===== config.mk =====
export PLATFORM = sky130hd
export DESIGN_NAME = double_ended_queue
export DESIGN_NICKNAME = d
export VERILOG_FILES = /design/src/rtl/core/dq_pkg.sv /design/src/rtl/core/dq_ram.sv /design/src/rtl/core/dq_datapath.sv /design/src/rtl/core/dq_ctrl.sv /design/src/rtl/core/double_ended_queue.sv
export SDC_FILE = /design/constraint.sdc
export NUM_CORES = 1
export LEC_CHECK = 0
export BUFFER_PORTS_ARGS = -buffer_cell sky130_fd_sc_hd__buf_4
export CAP_MARGIN = 5
export CORE_MARGIN = 2
export CORE_UTILIZATION = 45
export CTS_CLUSTER_DIAMETER = 30
export DETAILED_ROUTE_END_ITERATION = 10
export GPL_TIMING_DRIVEN = 0
export PLACE_DENSITY = 0.69
export SLEW_MARGIN = 40
export SYNTH_ARGS = -nofsm -noshare
export SYNTH_HDL_FRONTEND = slang
export SYNTH_SLANG_ARGS = --single-unit

===== constraint.sdc =====
create_clock -name clk -period 5.6 [get_ports clk]
set_input_delay 1.12 -clock clk [delete_from_list [all_inputs] [get_ports clk]]
set_output_delay 1.12 -clock clk [all_outputs]
set_load 0.03 [all_outputs]

===== src/rtl/core/dq_pkg.sv =====
// shared types and constants for the double-ended queue
// no dependencies; imported by every module of the block except dq_ram
package dq_pkg;

    localparam int DEPTH_DEFAULT      = 16;
    localparam int DATA_WIDTH_DEFAULT = 32;

    typedef enum logic [1:0] {
        REQ_PUSH_FRONT = 2'd0,
        REQ_POP_FRONT  = 2'd1,
        REQ_PUSH_BACK  = 2'd2,
        REQ_POP_BACK   = 2'd3
    } req_t;

    typedef enum logic [1:0] {
        STAT_OK    = 2'd0,
        STAT_FULL  = 2'd1,
        STAT_EMPTY = 2'd2
    } stat_t;

    typedef enum logic [1:0] {
        FSM_IDLE,
        FSM_EXEC,
        FSM_RDWAIT
    } fsm_state_t;

    // controller to datapath
    typedef struct packed {
        logic capture;
        logic rd_en;
        logic commit;
    } dq_cmd_t;

    // datapath to controller
    typedef struct packed {
        logic needs_read;
        logic out_free;
    } dq_sts_t;

endpackage


===== src/rtl/core/dq_ram.sv =====
// generic single-write, single-read ram with registered read data
// no dependencies
module dq_ram #(
    parameter int WIDTH = 32,
    parameter int DEPTH = 16
) (
    input  logic                     clk,
    input  logic                     wr_en,
    input  logic [$clog2(DEPTH)-1:0] wr_addr,
    input  logic [WIDTH-1:0]         wr_data,
    input  logic                     rd_en,
    input  logic [$clog2(DEPTH)-1:0] rd_addr,
    output logic [WIDTH-1:0]         rd_data
);

    logic [WIDTH-1:0] mem [DEPTH];
    logic [WIDTH-1:0] rd_data_reg;

    always_ff @(posedge clk)
    begin
        if (wr_en)
        begin
            mem[wr_addr] <= wr_data;
        end
        if (rd_en)
        begin
            rd_data_reg <= mem[rd_addr];
        end
    end

    assign rd_data = rd_data_reg;

endmodule


===== src/rtl/core/dq_datapath.sv =====
// datapath: request register, ring indices, count, word store and result register
// depends on dq_pkg and dq_ram
module dq_datapath
    import dq_pkg::*;
#(
    parameter int DEPTH      = DEPTH_DEFAULT,
    parameter int DATA_WIDTH = DATA_WIDTH_DEFAULT
) (
    input  logic                       clk,
    input  logic                       rst_n,
    input  dq_cmd_t                    cmd,
    output dq_sts_t                    sts,
    input  logic [1:0]                 req_type,
    input  logic [DATA_WIDTH-1:0]      value,
    output logic                       out_valid,
    input  logic                       out_stall,
    output logic [1:0]                 status,
    output logic [DATA_WIDTH-1:0]      popped_value,
    output logic [$clog2(DEPTH+1)-1:0] occupancy
);

    localparam int IDX_W = $clog2(DEPTH);
    localparam int CNT_W = $clog2(DEPTH + 1);
    localparam logic [IDX_W-1:0] IDX_LAST = IDX_W'(DEPTH - 1);
    localparam logic [CNT_W-1:0] CNT_FULL = CNT_W'(DEPTH);

    req_t                  req_reg;
    logic [DATA_WIDTH-1:0] value_reg;
    logic [IDX_W-1:0]      front_reg, front_next;
    logic [IDX_W-1:0]      back_reg, back_next;
    logic [CNT_W-1:0]      count_reg, count_next;
    logic                  out_valid_reg;
    stat_t                 status_reg, status_next;
    logic [DATA_WIDTH-1:0] popped_reg;
    logic [CNT_W-1:0]      occ_reg;

    logic             is_push, full, empty, ok;
    logic [IDX_W-1:0] front_inc, front_dec, back_inc, back_dec;
    logic             wr_en;
    logic [IDX_W-1:0] wr_addr, rd_addr;
    logic [DATA_WIDTH-1:0] rd_data;

    assign is_push = (req_reg == REQ_PUSH_FRONT) || (req_reg == REQ_PUSH_BACK);
    assign full    = (count_reg == CNT_FULL);
    assign empty   = (count_reg == '0);
    assign ok      = is_push ? !full : !empty;

    // ring wrap for any depth, not only powers of two
    assign front_inc = (front_reg == IDX_LAST) ? '0 : front_reg + 1'b1;
    assign front_dec = (front_reg == '0) ? IDX_LAST : front_reg - 1'b1;
    assign back_inc  = (back_reg == IDX_LAST) ? '0 : back_reg + 1'b1;
    assign back_dec  = (back_reg == '0) ? IDX_LAST : back_reg - 1'b1;

    always_comb
    begin
        front_next  = front_reg;
        back_next   = back_reg;
        count_next  = count_reg;
        status_next = STAT_OK;
        wr_addr     = back_reg;
        rd_addr     = front_reg;
        unique case (req_reg)
            REQ_PUSH_FRONT:
            begin
                wr_addr = front_dec;
                if (full)
                begin
                    status_next = STAT_FULL;
                end
                else
                begin
                    front_next = front_dec;
                    count_next = count_reg + 1'b1;
                end
            end
            REQ_POP_FRONT:
            begin
                rd_addr = front_reg;
                if (empty)
                begin
                    status_next = STAT_EMPTY;
                end
                else
                begin
                    front_next = front_inc;
                    count_next = count_reg - 1'b1;
                end
            end
            REQ_PUSH_BACK:
            begin
                wr_addr = back_reg;
                if (full)
                begin
                    status_next = STAT_FULL;
                end
                else
                begin
                    back_next  = back_inc;
                    count_next = count_reg + 1'b1;
                end
            end
            REQ_POP_BACK:
            begin
                rd_addr = back_dec;
                if (empty)
                begin
                    status_next = STAT_EMPTY;
                end
                else
                begin
                    back_next  = back_dec;
                    count_next = count_reg - 1'b1;
                end
            end
            default:
            begin
                status_next = STAT_OK;
            end
        endcase
    end

    assign wr_en = cmd.commit && is_push && !full;

    dq_ram #(
        .WIDTH (DATA_WIDTH),
        .DEPTH (DEPTH)
    ) u_ram (
        .clk     (clk),
        .wr_en   (wr_en),
        .wr_addr (wr_addr),
        .wr_data (value_reg),
        .rd_en   (cmd.rd_en),
        .rd_addr (rd_addr),
        .rd_data (rd_data)
    );

    assign sts.needs_read = !is_push && !empty;
    assign sts.out_free   = !out_valid_reg || !out_stall;

    always_ff @(posedge clk or negedge rst_n)
    begin
        if (!rst_n)
        begin
            front_reg     <= '0;
            back_reg      <= '0;
            count_reg     <= '0;
            out_valid_reg <= 1'b0;
        end
        else
        begin
            if (cmd.commit)
            begin
                front_reg <= front_next;
                back_reg  <= back_next;
                count_reg <= count_next;
            end
            if (cmd.commit)
            begin
                out_valid_reg <= 1'b1;
            end
            else if (!out_stall)
            begin
                out_valid_reg <= 1'b0;
            end
        end
    end

    always_ff @(posedge clk)
    begin
        if (cmd.capture)
        begin
            req_reg   <= req_t'(req_type);
            value_reg <= value;
        end
        if (cmd.commit)
        begin
            status_reg <= status_next;
            popped_reg <= (!is_push && ok) ? rd_data : '0;
            occ_reg    <= count_next;
        end
    end

    assign out_valid    = out_valid_reg;
    assign status       = status_reg;
    assign popped_value = popped_reg;
    assign occupancy    = occ_reg;

    a_count_bound: assert property (@(posedge clk) disable iff (!rst_n)
        count_reg <= CNT_FULL)
        else $error("stored count above depth");

    a_push_count: assert property (@(posedge clk) disable iff (!rst_n)
        wr_en |=> count_reg == $past(count_reg) + 1'b1)
        else $error("accepted push did not raise the count");

    a_result_source: assert property (@(posedge clk) disable iff (!rst_n)
        $rose(out_valid_reg) |-> $past(cmd.commit))
        else $error("result shown without a commit");

endmodule


===== src/rtl/core/dq_ctrl.sv =====
// controller: sequences capture, store read and commit for one item at a time
// depends on dq_pkg
module dq_ctrl
    import dq_pkg::*;
(
    input  logic    clk,
    input  logic    rst_n,
    input  logic    in_valid,
    output logic    in_stall,
    input  dq_sts_t sts,
    output dq_cmd_t cmd
);

    fsm_state_t state_reg, state_next;

    always_comb
    begin
        state_next = state_reg;
        unique case (state_reg)
            FSM_IDLE:
            begin
                if (in_valid)
                begin
                    state_next = FSM_EXEC;
                end
            end
            FSM_EXEC:
            begin
                if (sts.needs_read)
                begin
                    state_next = FSM_RDWAIT;
                end
                else if (sts.out_free)
                begin
                    state_next = FSM_IDLE;
                end
            end
            FSM_RDWAIT:
            begin
                if (sts.out_free)
                begin
                    state_next = FSM_IDLE;
                end
            end
            default:
            begin
                state_next = FSM_IDLE;
            end
        endcase
    end

    always_comb
    begin
        cmd      = '0;
        in_stall = 1'b1;
        unique case (state_reg)
            FSM_IDLE:
            begin
                in_stall    = 1'b0;
                cmd.capture = in_valid;
            end
            FSM_EXEC:
            begin
                cmd.rd_en  = sts.needs_read;
                cmd.commit = !sts.needs_read && sts.out_free;
            end
            FSM_RDWAIT:
            begin
                cmd.commit = sts.out_free;
            end
            default:
            begin
                in_stall = 1'b1;
            end
        endcase
    end

    always_ff @(posedge clk or negedge rst_n)
    begin
        if (!rst_n)
        begin
            state_reg <= FSM_IDLE;
        end
        else
        begin
            state_reg <= state_next;
        end
    end

    a_commit_free: assert property (@(posedge clk) disable iff (!rst_n)
        cmd.commit |-> sts.out_free)
        else $error("commit while result register still held");

    a_read_then_wait: assert property (@(posedge clk) disable iff (!rst_n)
        cmd.rd_en |=> state_reg == FSM_RDWAIT)
        else $error("store read not followed by read wait");

endmodule


===== src/rtl/core/double_ended_queue.sv =====
// double-ended queue top level: ring store with front and back indices
// a push or refused request is captured in idle, then committed to the result register in exec;
// a successful pop reads the registered ram read port in exec and commits in read wait
// a new request is taken only in idle, after the last one commits; out_stall holds off the commit
// reset: indices and count cleared at once; store contents undefined, no clearing pass
// depends on dq_pkg, dq_ctrl, dq_datapath, dq_ram
module double_ended_queue
    import dq_pkg::*;
#(
    parameter int DEPTH      = DEPTH_DEFAULT,
    parameter int DATA_WIDTH = DATA_WIDTH_DEFAULT
) (
    input  logic                       clk,
    input  logic                       rst_n,
    input  logic                       in_valid,
    output logic                       in_stall,
    input  logic [1:0]                 req_type,
    input  logic [DATA_WIDTH-1:0]      value,
    output logic                       out_valid,
    input  logic                       out_stall,
    output logic [1:0]                 status,
    output logic [DATA_WIDTH-1:0]      popped_value,
    output logic [$clog2(DEPTH+1)-1:0] occupancy
);

    dq_cmd_t cmd;
    dq_sts_t sts;

    dq_ctrl u_ctrl (
        .clk      (clk),
        .rst_n    (rst_n),
        .in_valid (in_valid),
        .in_stall (in_stall),
        .sts      (sts),
        .cmd      (cmd)
    );

    dq_datapath #(
        .DEPTH      (DEPTH),
        .DATA_WIDTH (DATA_WIDTH)
    ) u_datapath (
        .clk          (clk),
        .rst_n        (rst_n),
        .cmd          (cmd),
        .sts          (sts),
        .req_type     (req_type),
        .value        (value),
        .out_valid    (out_valid),
        .out_stall    (out_stall),
        .status       (status),
        .popped_value (popped_value),
        .occupancy    (occupancy)
    );

endmodule


==> impl_metrics.yaml <==
clock_network:
  cts_setup_buffers: 0
  clock_latency_ps: 670
  hold_buffers: 0
  tritoncts.num_buffers: 119
  cts_sinks: 633
  cts_buffer_depth: 3
  root_buffer: "clkbuf_16"
  cts.clk_slew.worst_paths_ps: 50
  cts_resized: 0
  cts_tree: "yes"
  cts_max_level: 3
logic_synthesis:
  ys_types: 60
  synth_area_leader_cell: "edfxtp_1"
  synthCells: 1531
  synth_seq_area_share: 0.7640
  synth_xor_area_frac: 0.003535
  synthAdderAreaFrac: 0.005555
  ys_seq_elements: 633
  synth_top_family_by_area: "compound AO/OA/AOI/OAI gates"
  yosys.area_share.simple: 0.06782
  muxShareOfSynthArea: 0.04313
  synthTopCellsByArea: "edfxtp_1 (75%), mux2i_1 (4.0%), and3_1 (2.6%), a32oi_1 (2.2%), a211oi_1 (2.1%)"
  synthFlopType: "edfxtp_1"
  ys_warn_count: 0
  syn_nets: 1580
  avgSynthCellArea_um2: 16.18
  netlist.area_leader.share: 0.7478
  postSynth.asyncResetShare: 0.02528
  syn-cell-area_um2: 24780
  synth_compound_area_frac: 0.09499
  synth-edff-count: 617
die:
  coreArea_um2: 54770
  start_util: 0.4524
  num_rows: 86
  die_area_um2: 56950
  io_pins: 79
  die_y_um: 238.6
  fp.dieW_um: 238.6
worst_setup_path:
  slowest_delay_ps: 750
  cp-start-kind: "flop"
  worst-path-stages: 10
  worstRegToRegCells: 10
  path_max_fanout: 10
  required_ps: 6100
  cp.buffers_inverters: 5
  cp-end-kind: "flop"
  slowest_stage: "clkbuf_1"
  worst_path_most_repeated_cell: "clkbuf_1"
  crit_arrival_ps: 4590
  cp_top_family: "buffers and inverters"
  worstPathCellList: "clkbuf_1, inv_1, ha_1, nand3b_1, clkbuf_1, clkbuf_1, clkbuf_1, nand3_1, a32oi_1, a32o_1"
  path_class: "flop to flop"
global_route:
  use_met1: 0.3045
  grt_pass1_wl_mm: 99.33
  grtUsageMet3: 0.06547
  gr-usage-met2: 0.3770
  grt_busiest_layer: "met2"
  first_global_vias: 15794
  gr-total-overflow: 0
  gr-usage-all-layers: 0.2378
  grt_max_degree: 34
  antenna_found_initial: 2
power:
  cellPowerDensity_nw_per_um2: 596.4
  finalPower_w: 0.01872
  leakage_nw: 11.07
  ir_drop_mv: 0.3455
final_layout:
  largest_reg_flops: 512
  insertedDiodeCount: 0
  area_delta_synth_final_pct: 26.65
  fillerInstances: 4004
  top_register: "u_datapath.u_ram.mem"
  fin_nets: 1815
  layout-drive-gt1-share: 0.1997
route:
  via_count: 15825
  routed_wl_mm: 67.66
  avgViaCountPerCell: 6.153
  drt_iter0_drc: 2404
  dr.pass1.iters: 6
  drcViolationCount: 0
  ant_nets: 0
  wire_per_inst_um: 26.30
placed_design:
  gp_congestion: 0.8267
  numPortBuffers: 78
  hpwl_mm: 43.15
outcome:
  outcome: "completed"
job:
  drv_cap: 0
sta:
  tns_ps: 0
  fin_crit_sh: 0.7304
  slew_violations: 0
  timing.fmax_mhz: 244.5
  tightest_slew_ps: 929.5
  setup_viol: 0
  fin_worst_skew_ps: 26.94
  slew_headroom: 0.3803
  rsz0062_at_grt: "no"
  final_hold_viol_count: 0
  fin_crit_ps: 4090
worst_hold_path:
  hp-class: "input pin to asynchronous set/reset pin"
-- area by class of cell --
type	instances	area [um^2]	area share
Tap cell	704	880.8	0.02807
Inverter	16	65.06	0.002073
Multi-Input combinational cell	771	5455	0.1738
Buffer	111	464.2	0.01479
Timing Repair Buffer	114	1436	0.04577
Clock inverter	87	1045	0.03329
Sequential cell	633	18930	0.6032
Clock buffer	136	3105	0.09896
-- Yosys cell counts, drive strengths merged, types with 31 or more instances --
master and instances:
o21ai 39, edfxtp 617, nand2 110, a221oi 32, a21oi 45, a32o 31, a211oi 69, nor2 35
buf 32, mux2i 100, a32oi 62, clkbuf 79, and3 103, nand3 65
-- worst paths after layout --
| kind | slack (ps) | from | endpoint |
|---|---|---|---|
| setup reg to reg | 1510 | u_datapath.back_reg[0] | u_datapath.u_ram.rd_data[0] |
| setup / recovery | 1510 | u_datapath.back_reg[0] | u_datapath.u_ram.rd_data[0] |
| min in group clk | 540 | u_datapath.u_ram.rd_data[14] | u_datapath.popped_value[14] |
| hold reg to reg | 540 | u_datapath.u_ram.rd_data[14] | u_datapath.popped_value[14] |
| max in group asynchronous | 5040 | rst_n | u_datapath.front_reg[1] |
| hold / removal | 340 | rst_n | u_datapath.count_reg[4] |
-- cells by family (layout without fill, tap and decap cells) --
| logic type | Yosys count | in the layout |
|---|---|---|
| xor+xnor | 10 | 10 |
| mux | 106 | 106 |
| flops | 633 | 633 |
| compound gates | 310 | 310 |
| buf+inv | 127 | 464 |
| simple gates | 334 | 334 |
| fa+ha+maj | 11 | 11 |
-- stage by stage --
| stage | hold WS (ps) | area (um^2) | cells | util | worst slack [ps] |
|---|---|---|---|---|---|
| 2_1_floorplan | 520.3 | 24780 | 1531 | - | 1693 |
| 3_3_place_gp | 535.2 | 26240 | 2313 | 0.4791 | -100.4 |
| 3_5_place_dp | 530.6 | 27230 | 2349 | 0.4971 | 1720 |
| 4_1_cts | 319.8 | 31380 | 2572 | 0.5729 | 1652 |
| 5_1_grt | 336.1 | 31380 | 2572 | 0.5729 | 1365 |
| 6_report | 341.4 | 31380 | 2572 | 0.5729 | 1510 |
-- cell usage in the layout, fill, tap and decap left out, types with 10 or more instances in the layout --
cell / netlist / final
inv_1: 16 / 14
a32o_1: 31 / 31
clkinv_1: 0 / 10
nor2_4: 0 / 17
inv_6: 0 / 10
ha_1: 11 / 11
clkinv_4: 0 / 11
buf_16: 0 / 24
nand2_1: 110 / 110
a211oi_1: 69 / 69
buf_2: 23 / 23
mux2i_1: 100 / 100
buf_8: 0 / 10
clkinv_2: 0 / 15
clkbuf_16: 0 / 122
and3_1: 103 / 103
clkbuf_1: 79 / 91
bufinv_16: 0 / 19
edfxtp_1: 617 / 617
dfrtp_1: 16 / 16
a21oi_1: 44 / 44
clkinvlp_4: 0 / 20
buf_4: 0 / 78
nand3_1: 65 / 65
nor2_1: 35 / 18
o21ai_0: 39 / 39
a221oi_1: 32 / 32
a32oi_1: 62 / 62
-- routing by layer --
metal,vias up,routed length [um]
met5,-,27
met3,185,7055
met4,4,2851
met1,7876,25770
met2,1071,31950
li1,6689,-
-- report_power, final --
| part | internal [W] | total [W] | leakage [nW] | switching [W] |
|---|---|---|---|---|
| Combinational | 0.00162 | 0.00510 | 3.33 | 0.00348 |
| Sequential | 0.00597 | 0.00632 | 5.77 | 0.000349 |
| Clock | 0.00486 | 0.00730 | 1.97 | 0.00244 |
(Power assumes the default switching activity.)
